## config.mk

```make
export PLATFORM = sky130hd
export DESIGN_NAME = utf16_to_utf8_transcoder
export DESIGN_NICKNAME = d
export VERILOG_FILES = /design/src/rtl/utt_pkg.sv /design/src/rtl/utt_front.sv /design/src/rtl/utt_queue.sv /design/src/rtl/utt_back.sv /design/src/rtl/utf16_to_utf8_transcoder.sv
export SDC_FILE = /design/constraint.sdc
export NUM_CORES = 1
export LEC_CHECK = 0
export ABC_AREA = 0
export BUFFER_PORTS_ARGS = -buffer_cell sky130_fd_sc_hd__buf_2
export CAP_MARGIN = 5
export CELL_PAD_IN_SITES_DETAIL_PLACEMENT = 0
export CELL_PAD_IN_SITES_GLOBAL_PLACEMENT = 2
export CORE_MARGIN = 4
export CORE_UTILIZATION = 47
export DETAILED_ROUTE_END_ITERATION = 16
export GPL_TIMING_DRIVEN = 0
export PLACE_DENSITY = 0.9
export REMOVE_ABC_BUFFERS = 1
export SLEW_MARGIN = 20
export SYNTH_ARGS = -nofsm -noshare
export SYNTH_HDL_FRONTEND = slang
export SYNTH_HIERARCHICAL = 1
export SYNTH_SLANG_ARGS = --single-unit
```

## constraint.sdc

```tcl
create_clock -name i_clk -period 10.5 [get_ports i_clk]
set_clock_uncertainty 0.15 [all_clocks]
set_input_delay 2.1 -clock i_clk [delete_from_list [all_inputs] [get_ports i_clk]]
set_output_delay 2.1 -clock i_clk [all_outputs]
set_load 0.01 [all_outputs]
```

## src/rtl/utt_pkg.sv

```systemverilog
`timescale 1ns / 1ps
// ----------------------------------------------------------------------------
// utt_pkg
// Shared types, constants and the code point encoder for the UTF-16 to UTF-8
// transcoder.
// ----------------------------------------------------------------------------
package utt_pkg;

    localparam int UNIT_W  = 16;
    localparam int CP_W    = 21;
    localparam int BYTE_W  = 8;
    localparam int JOB_MAX = 6;     // held surrogate (3) plus current unit (3)
    localparam int CNT_W   = $clog2(JOB_MAX + 1);
    localparam int IDX_W   = $clog2(JOB_MAX);

    localparam int QDEPTH  = 2;
    localparam int QPTR_W  = $clog2(QDEPTH);
    localparam int QCNT_W  = $clog2(QDEPTH + 1);

    localparam logic [UNIT_W-1:0] HIGH_MIN = 16'hd800;
    localparam logic [UNIT_W-1:0] HIGH_MAX = 16'hdbff;
    localparam logic [UNIT_W-1:0] LOW_MIN  = 16'hdc00;
    localparam logic [UNIT_W-1:0] LOW_MAX  = 16'hdfff;

    localparam logic [CP_W-1:0] SUPP_BASE = 21'h10000;
    localparam logic [CP_W-1:0] MAX_1B    = 21'h00007f;
    localparam logic [CP_W-1:0] MAX_2B    = 21'h0007ff;
    localparam logic [CP_W-1:0] MAX_3B    = 21'h00ffff;

    localparam logic [BYTE_W-1:0] LEAD_2B = 8'hc0;
    localparam logic [BYTE_W-1:0] LEAD_3B = 8'he0;
    localparam logic [BYTE_W-1:0] LEAD_4B = 8'hf0;
    localparam logic [BYTE_W-1:0] CONT    = 8'h80;
    localparam logic [BYTE_W-1:0] CONT_M  = 8'h3f;

    localparam logic [CNT_W-1:0] LEN_1B   = 3'd1;
    localparam logic [CNT_W-1:0] LEN_2B   = 3'd2;
    localparam logic [CNT_W-1:0] LEN_3B   = 3'd3;
    localparam logic [CNT_W-1:0] LEN_4B   = 3'd4;

    typedef struct packed {
        logic [3:0][BYTE_W-1:0] bytes;
        logic [CNT_W-1:0]       cnt;
    } t_enc;

    // Bytes of one transaction of the front end, in emission order.
    typedef struct packed {
        logic [JOB_MAX-1:0][BYTE_W-1:0] bytes;
        logic [CNT_W-1:0]               cnt;
        logic                           last;
    } t_job;

    function automatic logic is_high(input logic [UNIT_W-1:0] u);
        return (u >= HIGH_MIN) && (u <= HIGH_MAX);
    endfunction

    function automatic logic is_low(input logic [UNIT_W-1:0] u);
        return (u >= LOW_MIN) && (u <= LOW_MAX);
    endfunction

    function automatic t_enc encode(input logic [CP_W-1:0] cp);
        t_enc e;
        e = '0;
        if (cp <= MAX_1B) begin
            e.bytes[0] = cp[7:0];
            e.cnt      = LEN_1B;
        end else if (cp <= MAX_2B) begin
            e.bytes[0] = LEAD_2B | {3'b000, cp[10:6]};
            e.bytes[1] = CONT | ({2'b00, cp[5:0]} & CONT_M);
            e.cnt      = LEN_2B;
        end else if (cp <= MAX_3B) begin
            e.bytes[0] = LEAD_3B | {4'h0, cp[15:12]};
            e.bytes[1] = CONT | ({2'b00, cp[11:6]} & CONT_M);
            e.bytes[2] = CONT | ({2'b00, cp[5:0]} & CONT_M);
            e.cnt      = LEN_3B;
        end else begin
            e.bytes[0] = LEAD_4B | {5'b00000, cp[20:18]};
            e.bytes[1] = CONT | ({2'b00, cp[17:12]} & CONT_M);
            e.bytes[2] = CONT | ({2'b00, cp[11:6]} & CONT_M);
            e.bytes[3] = CONT | ({2'b00, cp[5:0]} & CONT_M);
            e.cnt      = LEN_4B;
        end
        return e;
    endfunction

endpackage

```

## src/rtl/utt_front.sv

```systemverilog
`timescale 1ns / 1ps
// ----------------------------------------------------------------------------
// utt_front
// Accepts code units, tracks a held high surrogate and turns each transaction
// into the list of UTF-8 bytes it produces.
// ----------------------------------------------------------------------------
module utt_front
    import utt_pkg::*;
(
    input  logic              i_clk,
    input  logic              i_rst_n,
    input  logic              i_valid,
    input  logic [UNIT_W-1:0] i_code_unit,
    input  logic              i_last_unit,
    input  logic              i_full,
    output logic              o_stall,
    output logic              o_push,
    output t_job              o_job
);

    logic [UNIT_W-1:0] r_held;
    logic              r_held_valid;

    logic        accept;
    logic        unit_high;
    logic        pair;
    logic        hold_now;
    logic [CP_W-1:0] pair_cp;
    t_enc        e_pair;
    t_enc        e_held;
    t_enc        e_unit;
    t_job        n_job;

    assign o_stall   = i_full;
    assign accept    = i_valid && !i_full;
    assign unit_high = is_high(i_code_unit);
    assign pair      = r_held_valid && is_low(i_code_unit);
    assign hold_now  = !pair && unit_high && !i_last_unit;

    // held is in the high range, unit in the low range: offsets are the low 10 bits
    assign pair_cp = SUPP_BASE + {1'b0, r_held[9:0], i_code_unit[9:0]};
    assign e_pair  = encode(pair_cp);
    assign e_held  = encode({5'b00000, r_held});
    assign e_unit  = encode({5'b00000, i_code_unit});

    always_comb begin
        n_job      = '0;
        n_job.last = i_last_unit;
        if (pair) begin
            n_job.bytes[3:0] = e_pair.bytes;
            n_job.cnt        = e_pair.cnt;
        end else if (r_held_valid) begin
            // held surrogate always encodes to three bytes
            n_job.bytes[2:0] = e_held.bytes[2:0];
            n_job.bytes[5:3] = e_unit.bytes[2:0];
            n_job.cnt        = unit_high && !i_last_unit ? LEN_3B : LEN_3B + e_unit.cnt;
        end else if (!hold_now) begin
            n_job.bytes[3:0] = e_unit.bytes;
            n_job.cnt        = e_unit.cnt;
        end
    end

    assign o_job  = n_job;
    assign o_push = accept && (n_job.cnt != '0);

    always_ff @(posedge i_clk) begin
        if (!i_rst_n) begin
            r_held_valid <= 1'b0;
            r_held       <= '0;
        end else if (accept) begin
            r_held_valid <= hold_now;
            r_held       <= hold_now ? i_code_unit : '0;
        end
    end

endmodule

```

## src/rtl/utt_queue.sv

```systemverilog
`timescale 1ns / 1ps
// ----------------------------------------------------------------------------
// utt_queue
// Small FIFO of byte lists between the front and back ends.
// ----------------------------------------------------------------------------
module utt_queue
    import utt_pkg::*;
(
    input  logic i_clk,
    input  logic i_rst_n,
    input  logic i_push,
    input  t_job i_job,
    input  logic i_pop,
    output logic o_full,
    output logic o_empty,
    output t_job o_head
);

    t_job              r_mem [QDEPTH];
    logic [QPTR_W-1:0] r_wr_ptr;
    logic [QPTR_W-1:0] r_rd_ptr;
    logic [QCNT_W-1:0] r_count;

    logic do_push;
    logic do_pop;

    assign o_full  = (r_count == QCNT_W'(QDEPTH));
    assign o_empty = (r_count == '0);
    assign do_push = i_push && !o_full;
    assign do_pop  = i_pop && !o_empty;
    assign o_head  = r_mem[r_rd_ptr];

    always_ff @(posedge i_clk) begin
        if (do_push) begin
            r_mem[r_wr_ptr] <= i_job;
        end
    end

    always_ff @(posedge i_clk) begin
        if (!i_rst_n) begin
            r_wr_ptr <= '0;
            r_rd_ptr <= '0;
            r_count  <= '0;
        end else begin
            if (do_push) begin
                r_wr_ptr <= r_wr_ptr + 1'b1;
            end
            if (do_pop) begin
                r_rd_ptr <= r_rd_ptr + 1'b1;
            end
            case ({do_push, do_pop})
                2'b10:   r_count <= r_count + 1'b1;
                2'b01:   r_count <= r_count - 1'b1;
                default: r_count <= r_count;
            endcase
        end
    end

endmodule

```

## src/rtl/utt_back.sv

```systemverilog
`timescale 1ns / 1ps
// ----------------------------------------------------------------------------
// utt_back
// Walks the head byte list one byte per cycle into the output register, while the
// output register is free (not holding a byte under i_stall).
module utt_back
    import utt_pkg::*;
(
    input  logic              i_clk,
    input  logic              i_rst_n,
    input  logic              i_empty,
    input  t_job              i_head,
    output logic              o_pop,
    output logic              o_valid,
    input  logic              i_stall,
    output logic [BYTE_W-1:0] o_out_byte,
    output logic              o_last_of_run,
    output logic              o_string_end
);

    logic [IDX_W-1:0]  r_idx;
    logic              r_out_valid;
    logic [BYTE_W-1:0] r_byte;
    logic              r_last_of_run;
    logic              r_string_end;

    logic out_free;
    logic adv;
    logic last_b;

    assign out_free = !r_out_valid || !i_stall;
    assign adv      = !i_empty && out_free;
    assign last_b   = (CNT_W'(r_idx) == i_head.cnt - LEN_1B);
    assign o_pop    = adv && last_b;

    always_ff @(posedge i_clk) begin
        if (!i_rst_n) begin
            r_out_valid <= 1'b0;
            r_idx       <= '0;
        end else if (adv) begin
            r_out_valid <= 1'b1;
            r_idx       <= last_b ? '0 : r_idx + 1'b1;
        end else if (!i_stall) begin
            r_out_valid <= 1'b0;
        end
    end

    always_ff @(posedge i_clk) begin
        if (adv) begin
            r_byte        <= i_head.bytes[r_idx];
            r_last_of_run <= last_b;
            r_string_end  <= last_b && i_head.last;
        end
    end

    assign o_valid       = r_out_valid;
    assign o_out_byte    = r_byte;
    assign o_last_of_run = r_last_of_run;
    assign o_string_end  = r_string_end;

endmodule

```

## src/rtl/utf16_to_utf8_transcoder.sv

```systemverilog
`timescale 1ns / 1ps
// A unit accepted by the front end reaches the outputs through the queue write, then the
// output register; a high surrogate not ending the string waits for the next unit.
// Throughput: one byte per cycle while i_stall is low; a unit makes 0 to 6 bytes (three
// for typical non-ASCII text), a two-entry queue decouples the front. Reset (synchronous,
// active low) empties the queue, drops the output byte and any held high surrogate.
// ----------------------------------------------------------------------------
// utf16_to_utf8_transcoder
// Streams UTF-16 code units in and UTF-8 bytes out, pairing surrogates.
// ----------------------------------------------------------------------------
module utf16_to_utf8_transcoder
    import utt_pkg::*;
(
    input  logic              i_clk,
    input  logic              i_rst_n,
    input  logic              i_valid,
    output logic              o_stall,
    input  logic [UNIT_W-1:0] i_code_unit,
    input  logic              i_last_unit,
    output logic              o_valid,
    input  logic              i_stall,
    output logic [BYTE_W-1:0] o_out_byte,
    output logic              o_last_of_run,
    output logic              o_string_end
);

    logic q_full;
    logic q_empty;
    logic push;
    logic pop;
    t_job push_job;
    t_job head_job;

    utt_front u_front (
        .i_clk       (i_clk),
        .i_rst_n     (i_rst_n),
        .i_valid     (i_valid),
        .i_code_unit (i_code_unit),
        .i_last_unit (i_last_unit),
        .i_full      (q_full),
        .o_stall     (o_stall),
        .o_push      (push),
        .o_job       (push_job)
    );

    utt_queue u_queue (
        .i_clk   (i_clk),
        .i_rst_n (i_rst_n),
        .i_push  (push),
        .i_job   (push_job),
        .i_pop   (pop),
        .o_full  (q_full),
        .o_empty (q_empty),
        .o_head  (head_job)
    );

    utt_back u_back (
        .i_clk         (i_clk),
        .i_rst_n       (i_rst_n),
        .i_empty       (q_empty),
        .i_head        (head_job),
        .o_pop         (pop),
        .o_valid       (o_valid),
        .i_stall       (i_stall),
        .o_out_byte    (o_out_byte),
        .o_last_of_run (o_last_of_run),
        .o_string_end  (o_string_end)
    );

endmodule

```

---- After elaboration in Yosys (flattened, before gate mapping) ----
Memories as Yosys holds them, arrays and structs flattened. A register that Yosys moved wholly into a read port is not among the register bits.
Cells that the tools add are included.
word-level totals
  bits of input ports ..................... 21
  logic and storage cells ................. 90
  flip-flop bits (word level) ............. 35
  memories kept ........................... 1
  RAM bits ................................ 104
  output and inout port bits .............. 12
memory list
  memory         depth  width  rd ports  clocked after Yosys merged registers in  wr ports  line             text
  u_queue.r_mem  2      52     1         1                                        1         utt_queue.sv:19  t_job r_mem [QDEPTH];
cells by class
  eq/ne operators ......................... 5
  muxes and demuxes ....................... 31
  add/subtract/negate cells ............... 8
  order comparisons ....................... 12
  reductions and logical operators ........ 23
operators by type and width
  kind                      count
  $mux W35                  3
  $mux W16                  5
  $mux W24                  2
  $mux W17                  2
  $mux W11                  3
  $ge A16 B16 Y1 const B    2
  $le A16 B11 Y1 const B    2
  $le A16 B16 Y1 const B    2
  $le A16 B7 Y1 const B     2
  $mux W8                   4
  $mux W25                  1
  $bmux W8 S3               1
  $add A17 B20 Y21 const A  1
  $le A21 B11 Y1 const B    1
  $le A21 B16 Y1 const B    1
  $le A21 B7 Y1 const B     1
  $mux W19                  1
  $logic_and A1 B1 Y1       13
  $logic_not A1 Y1          6
  $mux W1                   6
  $mux W3                   2
  $eq A2 B2 Y1 const B      2
  $lt A3 B4 Y1 const B      1
  $pmux W2 S2               1
  other kinds (13)          14

---- Longest topological paths before layout ----
Gate-level depths: netlist (run 1).
  depth after elaboration ................. 14
  mapped depth ............................ 12
  mapped depth without buffers ............ 10

---- By module ----
The synthesis (run 1) kept the hierarchy.
modules (own cells, without submodules)
  module     cells an instance  instances  seq. area each (um^2)  area an instance (um^2)
  utt_queue  188                1          3223.1                 3973.8
  utt_front  338                1          340.3                  2503.7
  utt_back   82                 1          380.4                  996.0

---- Worst setup path after synthesis (run 1) ----
OpenSTA, ideal clock, no wires.
  path type ............................... input port to flip-flop
  start ................................... in i_code_unit[10]
  end ..................................... mem u_queue/r_mem[0][0] (netlist name), enable pin
  library setup time ...................... 0.406 ns
  path slack .............................. 5.310 ns
  stages on the path ...................... 9
  arrival time ............................ 4.634 ns
  data required time ...................... 9.944 ns
  buffers on the path ..................... 3
  cells stage by stage .................... clkbuf_1 > nor2_1 > and3_1 > clkbuf_1 > clkbuf_1 > a21oi_1 > inv_1 > or3_1 > inv_1
on the way
  word-level cells in the longest chain between the ends .. 14
  elaborated cells between the ends (all ways) .. 25
  classes of those cells .................. add/sub: 1; order compare: 6; mux: 8; reduce/logical: 10
RTL lines
  element                                                                 line                            text
  start: declaration                                                      utf16_to_utf8_transcoder.sv:18  input logic [UNIT_W-1:0] i_code_unit,
  parallel branches: the longest is 8 deep, another holds $le A16 B11 Y1  n/a
  $mux W35 *                                                              utt_front.sv:49                 if (pair) begin
  $reduce_bool A3 Y1 *                                                    utt_front.sv:64                 assign o_push = accept && (n_job.cnt != '0);
  $logic_and A1 B1 Y1 *                                                   utt_front.sv:64
  named net push                                                          utf16_to_utf8_transcoder.sv:29  logic push;
  $logic_and A1 B1 Y1 *                                                   utt_queue.sv:29                 assign do_push = i_push && !o_full;
  $mux W1 *                                                               utt_queue.sv:34                 if (do_push) begin
  $mux W1 (not written as such) *                                         utt_queue.sv:35                 r_mem[r_wr_ptr] <= i_job;
  end: declaration                                                        utt_queue.sv:19
Mark *: on every way through the listed nets, which the timed path passes.

==> flow_summary.ini, run 1 <==
[worst_setup_path]
r2r-end = u_queue/r_count[1]$_SDFFE_PN0P_
r2r_setup_slack_ns = 6.99
rr_worst_depth = 9
crit_buf_inv = 1
start_kind = input port
worstPathArrival_ns = 4.62
crit_start = i_code_unit[13]
endpoint_kind = flop
cp_max_fo = 22
slowest_delay_ns = 0.94
critPathKind = in -> reg
crit_family = simple AND/OR/NAND/NOR gates
path_cells = buf_2 > and4b_1 > and3_1 > nand2_1 > nor4_4 > a221o_1
cp.required_ns = 10.62
critPathSlowestCell = nor4_4

[cts]
cts_num_sinks = 140
clock_latency_ns = 0.42
cts_tree = built
numCtsBuffers = 17
postCtsHoldBufs = 0
cts_resized = 0
clk_path_buf_depth = 2
path_clk_slew_ns = 0.06
cts_setup_buffers = 0
cts_root_buf = clkbuf_16
htreeDepth = 4

[layout]
drive_gt1_frac = 0.248
post-route-util = 0.535
diodes = 0
fin_cells = 835
fillerInstances = 1292
fin_nets = 638
area_growth_pct = 10.0

[sta]
fin_setup_tns_ns = 0
tightestPinTransition_ns = 1.04
drv_slew = 0
slew_headroom = 0.305
finalSetupViolCount = 0
period_minus_slack_ns = 4.50
hold_violations = 0
fin_crit_sh = 0.429
rsz0062_at_grt = no
max_freq_mhz = 222
whs_ns = 0.321

[flow_run]
drv_cap = 0

[run_status]
status = finished clean

[power]
total_power_w = 0.00145
ir_worst_vdd_v = 0.000109
powerDensity_nw_per_um2 = 176
leakagePower_nw = 2.92

[global_route]
grt_max_degree = 53
grt_pass1_vias = 4897
grtUsageTotal = 0.206
grt_pass1_wl_um = 28300
antenna_found_initial = 0
overflow = 0

[yosys]
async_flop_share = 0
synth-edff-count = 114
yosysWarnings = 6
synth_flop_cell = edfxtp_1
yosys.cell_types.count = 87
ys_seq_area_frac = 0.528
synth_top_area_share = 0.458
synth-seq-cells = 140
syn_inst = 608
netlist_area_sq_um = 7470
yosysMostFrequentCell = edfxtp_1
synth_top_area_cell = edfxtp_1
synth_area_leaders = edfxtp_1, mux2_2, dfxtp_1
ys_top_cells_by_count = edfxtp_1, mux2_2, nand2_1
synth_area_per_cell_sq_um = 12.3

[floorplanning]
coreArea_sq_um = 15400
num_rows = 45
die_area_sq_um = 18000
initial_core_util = 0.486
die_y_um = 134
die_w_um = 134
design.portCount = 33

[detailed_routing]
drc_errors = 0
routed_via_density = 6.06
drtIter0Drc = 542
vias = 5063
drt-wirelength-per-cell_um = 21.6
ant_nets = 0
drt_wl_total_um = 18000
firstDrtPassIters = 5

[place]
io_buffers = 32
dp_hpwl_um = 12100
dp_cells = 803
gp_congestion = 0.929

[min_path]
hold_depth = 2
worst_hold_path_type = reg -> reg
hold_end = u_back/o_valid$_SDFFE_PN0P_
min_from = u_back/o_valid$_SDFFE_PN0P_
-- area by class of cell --
class / instances / area (sq um) / area share
multi-input combinational: 396 / 3170 / 0.386
sequential: 140 / 3950 / 0.480
tap: 211 / 264 / 0.0321
timing repair buffer: 33 / 180 / 0.0219
clock inverter: 15 / 148 / 0.0180
inverter: 23 / 86.3 / 0.0105
clock buffer: 17 / 425 / 0.0517
-- kinds of logic after synthesis --
kind of cell,count (synthesis),synth area share
adder cells (fa/ha/maj),6,0.0100
multiplexers,82,0.137
other,1,0.000502
AO/OA/AOI/OAI,133,0.137
buffers and inverters,75,0.0502
flip-flops,140,0.528
XOR/XNOR,9,0.0136
AND/OR/NAND/NOR,162,0.123
-- sequential cells by signal (all words and copies together), names as in the netlist, 2 cells and up, named ones only --
name	count
u_queue/r_mem	104
u_front/r_held	16
u_back/r_idx	3
u_back/o_out_byte	8
u_queue/r_count	2
-- layout by cell type (no fill, tap or decap), types with 4 or more instances in the layout --
master     netlist  final
a21o_1           8      8
a21oi_1         23     23
clkbuf_16        0     17
edfxtp_1       114    114
clkinv_2         0      4
xnor2_1          6      6
o21ai_0          9      9
a21boi_0        15     15
or3_1            4      4
mux2_2          55     55
o22ai_1         13     13
inv_1           22     21
nor2b_1         10     10
nor3_1           9      9
mux2i_1         17     17
conb_1           1      4
nand2b_1         6      6
nand3_1         15     15
dfxtp_1         26     24
a221o_1          7      7
nor2_1          29     29
ha_1             6      6
nand2_1         41     41
buf_2           17     32
mux4_1           5      5
nor4_1           4      4
a211oi_1         7      7
and3_1          18     17
-- through the flow --
stage | setup WS [ns] | cell area [sq um]
finish | 6.00 | 8220
CTS | 6.08 | 8220
global route | 5.89 | 8220
detailed placement | 5.64 | 7650
global placement | 4.75 | 7620
floorplan | 5.67 | 7200
-- how the worst max path moves through the flow --
stage / slack (ns) / cells after the start / to
4_1_cts: 6.08 / 8 / u_queue/r_mem[0][7]$_DFFE_PP_
2_1_floorplan: 5.67 / 6 / u_queue/r_mem[0][0]$_DFFE_PP_
3_3_place_gp: 4.75 / 7 / u_queue/r_mem[0][16]$_DFFE_PP_
5_1_grt: 5.89 / 6 / u_queue/r_mem[0][20]$_DFFE_PP_
3_5_place_dp: 5.64 / 8 / u_queue/r_mem[0][13]$_DFFE_PP_
6_report: 6.00 / 6 / u_queue/r_mem[1][20]$_DFFE_PP_
-- power breakdown --
group | leakage, nW | switching [W] | internal [W]
Sequential | 1.27 | 0.0000284 | 0.000661
Combinational | 1.38 | 0.000100 | 0.0000771
Clock | 0.276 | 0.000230 | 0.000349
-- per-layer routing --
layer  vias up  track usage  wire length (um)  part of all wire
li1       2320            -                 -                 -
met1      2497        0.285              8050              0.45
met2       215        0.322              8450              0.47
met3        31       0.0499              1230             0.068
met4         0       0.0645               309             0.017
met5         -            0                 0                 0
-- worst min-delay path, cell delays in order (launching register included) --
cell and delay, ns:
dfxtp_1 0.32, nand2_1 0.05, a21oi_1 0.05
Note: power is estimated with default switching activity, not from simulation.
==> run 2, diff against run 1 <==
--- a/config.mk
+++ b/config.mk
@@ -11,10 +11,10 @@
 export CELL_PAD_IN_SITES_DETAIL_PLACEMENT = 0
 export CELL_PAD_IN_SITES_GLOBAL_PLACEMENT = 2
 export CORE_MARGIN = 4
-export CORE_UTILIZATION = 47
+export CORE_UTILIZATION = 43
 export DETAILED_ROUTE_END_ITERATION = 16
 export GPL_TIMING_DRIVEN = 0
-export PLACE_DENSITY = 0.9
+export PLACE_DENSITY = 0.84
 export REMOVE_ABC_BUFFERS = 1
 export SLEW_MARGIN = 20
 export SYNTH_ARGS = -nofsm -noshare
==> constraint.sdc (replaced) <==
create_clock -name i_clk -period 4.27 [get_ports i_clk]
set_clock_uncertainty 0.15 [all_clocks]
set_input_delay 0.854 -clock i_clk [delete_from_list [all_inputs] [get_ports i_clk]]
set_output_delay 0.854 -clock i_clk [all_outputs]
set_load 0.01 [all_outputs]
==> run 2 against run 1 <==
First-iteration DRC count decreased by 8.3%. Utilization fell by 4.4 points. Sequential share of layout area down 0.23 points. Via count shrank 0.71%. Non-clock buffer count did not move. Setup slack got worse by 5.2 ns. Hold slack worse by 0.0037 ns. Flip-flop and latch count is the same. Wire length fell by 1.4%. Cell count up 1.1%. Combinational power up 140%.
==> flow_summary.ini, run 2 (synthesis gave the netlist of run 1 again) <==
[run_status]
status = finished clean

[floorplanning]
initial_core_util = 0.444
num_rows = 47
design.portCount = 33
coreArea_sq_um = 16800
die_y_um = 140
die_area_sq_um = 19600
die_w_um = 140

[cts]
cts_setup_buffers = 0
clk_path_buf_depth = 2
htreeDepth = 4
cts_resized = 0
cts_tree = built
postCtsHoldBufs = 0
path_clk_slew_ns = 0.06
numCtsBuffers = 17
cts_num_sinks = 140
cts_root_buf = clkbuf_16
clock_latency_ns = 0.42

[layout]
fin_nets = 638
final_area_sq_um = 8260
area_growth_pct = 10.6
drive_gt1_frac = 0.248
diodes = 0
top_register = u_queue/r_mem
fillerInstances = 1517
largest_reg_flops = 104
final_cell_mix = edfxtp_1, mux2_2, nand2_1, buf_2, nor2_1
layout_commonest_cell = edfxtp_1

[place]
gp_congestion = 0.887
dp_hpwl_um = 11900
io_buffers = 32
placed_area_sq_um = 7660

[worst_setup_path]
endpoint_kind = flop
cp.required_ns = 4.48
worstPathArrival_ns = 3.70
critPathKind = reg -> reg
start_kind = flop
cp_max_fo = 52

[detailed_routing]
firstDrtPassIters = 5
routed_via_density = 5.96
drc_errors = 0
vias = 5027
ant_nets = 0
drtIter0Drc = 497
drt_wl_total_um = 17800
drt-wirelength-per-cell_um = 21.1

[min_path]
worst_hold_path_type = reg -> reg

[power]
leakagePower_nw = 2.95
ir_worst_vdd_v = 0.000267
powerDensity_nw_per_um2 = 432

[sta]
hold_violations = 0
rsz0062_at_grt = no
fin_setup_tns_ns = 0
whs_ns = 0.318
drv_slew = 0
tightestPinTransition_ns = 1.00
fin_crit_sh = 0.818
max_freq_mhz = 286
slew_headroom = 0.330
period_minus_slack_ns = 3.49
finalSetupViolCount = 0

[global_route]
grt_pass1_vias = 4979
overflow = 0
grt_pass1_wl_um = 28400
grtUsageTotal = 0.187
antenna_found_initial = 0
grt_max_degree = 53

[flow_run]
drv_cap = 0
-- run 2: worst paths after layout --
check                                                  from                              end  slack (ns)  cells after the start
worst min-delay path            u_back/o_valid$_SDFFE_PN0P_      u_back/o_valid$_SDFFE_PN0P_        0.32                      2
worst max register to register                         flop  u_queue/r_count[1]$_SDFFE_PN0P_        0.78                      9
worst min register to register  u_back/o_valid$_SDFFE_PN0P_      u_back/o_valid$_SDFFE_PN0P_        0.32                      2
worst max-delay path                                   flop  u_queue/r_count[1]$_SDFFE_PN0P_        0.78                      9
-- run 2: power breakdown --
part	switching [W]	total (W)	leakage, nW	internal (W)
sequential	0.0000702	0.00170	1.27	0.00163
clock	0.000541	0.00145	0.302	0.000905
combinational	0.000240	0.000429	1.38	0.000189
total	0.000851	0.00357	2.95	0.00272
-- run 2: routing by layer --
| metal | global-route usage | wire [um] |
|---|---|---|
| met5 | 0 | 0 |
| met4 | 0.0622 | 229 |
| met3 | 0.0374 | 980 |
| met2 | 0.290 | 8430 |
| met1 | 0.263 | 8150 |
-- run 2: layout make-up --
class / count / area [sq um] / share of cell area
Sequential cell: 140 / 3950 / 0.478
Inverter: 23 / 86.3 / 0.0104
Multi-Input combinational cell: 396 / 3170 / 0.384
Clock buffer: 25 / 554 / 0.0671
Tap cell: 220 / 275 / 0.0333
Clock inverter: 7 / 47.5 / 0.00575
Timing Repair Buffer: 33 / 180 / 0.0218
-- run 2: stage by stage --
step	setup slack (ns)	utilization	total power [W]	cells
after floorplan	0.464	-	0.00200	559
after global placement	-0.371	0.454	0.00214	811
after detailed placement	0.657	0.456	0.00216	812
after CTS	0.747	0.491	0.00361	844
after global routing	0.499	0.491	0.00372	844
final	0.777	0.491	0.00357	844
-- run 2: worst max-delay path: stages (launching register included) --
cell and delay, ns:
dfxtp_4 0.79, mux2_2 0.45, inv_1 0.07, ha_1 0.26, xor3_1 0.42, nor4_1 0.31, o21a_1 0.22, ha_1 0.27
or3_1 0.35, a21boi_1 0.13
==> run 3, diff against run 2 <==
--- a/config.mk
+++ b/config.mk
@@ -11,10 +11,10 @@
 export CELL_PAD_IN_SITES_DETAIL_PLACEMENT = 0
 export CELL_PAD_IN_SITES_GLOBAL_PLACEMENT = 2
 export CORE_MARGIN = 4
-export CORE_UTILIZATION = 43
+export CORE_UTILIZATION = 39
 export DETAILED_ROUTE_END_ITERATION = 16
 export GPL_TIMING_DRIVEN = 0
-export PLACE_DENSITY = 0.84
+export PLACE_DENSITY = 0.8
 export REMOVE_ABC_BUFFERS = 1
 export SLEW_MARGIN = 20
 export SYNTH_ARGS = -nofsm -noshare
==> constraint.sdc (replaced) <==
create_clock -name i_clk -period 2.89 [get_ports i_clk]
set_clock_uncertainty 0.15 [all_clocks]
set_input_delay 0.578 -clock i_clk [delete_from_list [all_inputs] [get_ports i_clk]]
set_output_delay 0.578 -clock i_clk [all_outputs]
set_load 0.01 [all_outputs]
==> run 3 against run 2 <==
Critical path depth fell by 2. Cell count grew 3.6%. Die area rose by 9.7%. Clock power rose by 46%. Largest power group unchanged.
==> flow_summary.ini, run 3 (synthesis gave the netlist of run 1 again) <==
[run_status]
status = finished clean

[detailed_routing]
routed_via_density = 5.84
ant_nets = 0
drt-wirelength-per-cell_um = 21.8
drtIter0Drc = 557
drc_errors = 0
vias = 5103
drt_wl_total_um = 19000
firstDrtPassIters = 6

[worst_setup_path]
crit_family = compound AO/OA/AOI/OAI gates
r2r-end = u_queue/r_mem[1][15]$_DFFE_PP_
endpoint_kind = flop
critPathSlowestCell = o41ai_2
cp.required_ns = 2.91
rr_worst_depth = 7
start_kind = flop
cp_max_fo = 11
slowest_delay_ns = 0.57
r2r-start = u_front/r_held[6]$_SDFFE_PN0P_
path_cells = ha_1 > and3b_1 > o2111ai_4 > nor2_2 > o21ai_4 > nand2_2 > o41ai_2
r2r_setup_slack_ns = 0.02
critPathKind = reg -> reg
crit_buf_inv = 0
worstPathArrival_ns = 2.89

[sta]
hold_violations = 0
tightestPinTransition_ns = 0.986
period_minus_slack_ns = 2.87
worst_slack_ns = 0.0167
drv_slew = 0
slew_headroom = 0.340
rsz0062_at_grt = yes
fin_setup_tns_ns = 0
fin_crit_sh = 0.994
max_freq_mhz = 348
finalSetupViolCount = 0

[power]
total_power_w = 0.00528
ir_worst_vdd_v = 0.000394
leakagePower_nw = 3.05
powerDensity_nw_per_um2 = 620

[cts]
clk_path_buf_depth = 2
path_clk_slew_ns = 0.06
numCtsBuffers = 17
cts_tree = built
cts_root_buf = clkbuf_16
clock_latency_ns = 0.42
cts_num_sinks = 140
htreeDepth = 4

[floorplanning]
die_y_um = 146
coreArea_sq_um = 18800
die_area_sq_um = 21400
die_w_um = 146
initial_core_util = 0.398
num_rows = 50
design.portCount = 33

[layout]
fin_cells = 874
area_growth_pct = 13.9
post-route-util = 0.454
diodes = 0
final_cell_mix = edfxtp_1, mux2_2, nand2_1, buf_2, nor2_1
largest_reg_flops = 104
fin_nets = 654
layout_commonest_cell = edfxtp_1
drive_gt1_frac = 0.297
top_register = u_queue/r_mem

[place]
preCtsSetupSlack_ns = -0.653
io_buffers = 32
dp_cells = 826
dp_hpwl_um = 12400
gp_congestion = 0.907

[min_path]
min_from = i_last_unit
worst_hold_path_type = in -> reg
hold_end = u_queue/r_mem[0][0]$_DFFE_PP_
hold_depth = 1

[global_route]
grt_pass1_wl_um = 29800
antenna_found_initial = 0
grt_max_degree = 53
grt_pass1_vias = 5133
grtUsageTotal = 0.180
overflow = 0

[flow_run]
drv_cap = 0
run 3: stage by stage:
stage	cell area [sq um]	hold slack [ns]
finish	8520	0.250
global route	8520	0.244
CTS	8390	0.235
detailed placement	7680	0.324
global placement	7650	0.303
floorplan	7200	0.306
run 3: how the worst max path moves through the flow:
stage / slack (ns) / start / cells past startpoint / endpoint
after floorplan: -0.92 / flop / 9 / u_queue/r_count[1]$_SDFFE_PN0P_
after global placement: -1.78 / flop / 9 / u_queue/r_count[1]$_SDFFE_PN0P_
after detailed placement: -0.65 / flop / 9 / u_queue/r_count[1]$_SDFFE_PN0P_
after CTS: 0.006 / u_front/r_held[6]$_SDFFE_PN0P_ / 8 / u_queue/r_mem[1][20]$_DFFE_PP_
after global routing: -0.03 / u_front/r_held[6]$_SDFFE_PN0P_ / 7 / u_queue/r_mem[1][15]$_DFFE_PP_
final: 0.02 / u_front/r_held[6]$_SDFFE_PN0P_ / 7 / u_queue/r_mem[1][15]$_DFFE_PP_
run 3: area by class of cell:
class                      instances  area [sq um]
fill                            1721         10300
sequential                       140          3960
multi-input combinational        396          3270
clock buffer                      18           429
timing repair buffer              49           324
tap                              234           293
clock inverter                    14           148
inverter                          23          91.3
run 3: power by group:
group	switching [W]	internal, W
logic	0.000379	0.000293
clock network	0.000839	0.00127
registers	0.0000994	0.00240
run 3: layer usage:
metal  up-vias  share of wire  routed length [um]  global-route usage
li1       2353              -                   -                   -
met1      2534           0.45                8640               0.253
met2       184           0.47                8910               0.276
met3        32          0.058                1110              0.0400
met4         0          0.020                 378              0.0607
met5         -              0                   0                   0
run 3: what timing repair did:
action | CTS | global route
gates resized for setup | 15 | 13
pin swaps | 1 | 2
setup endpoints to repair | 110 | 67
hold buffers | 0 | 0
buffers inserted | 7 | 9
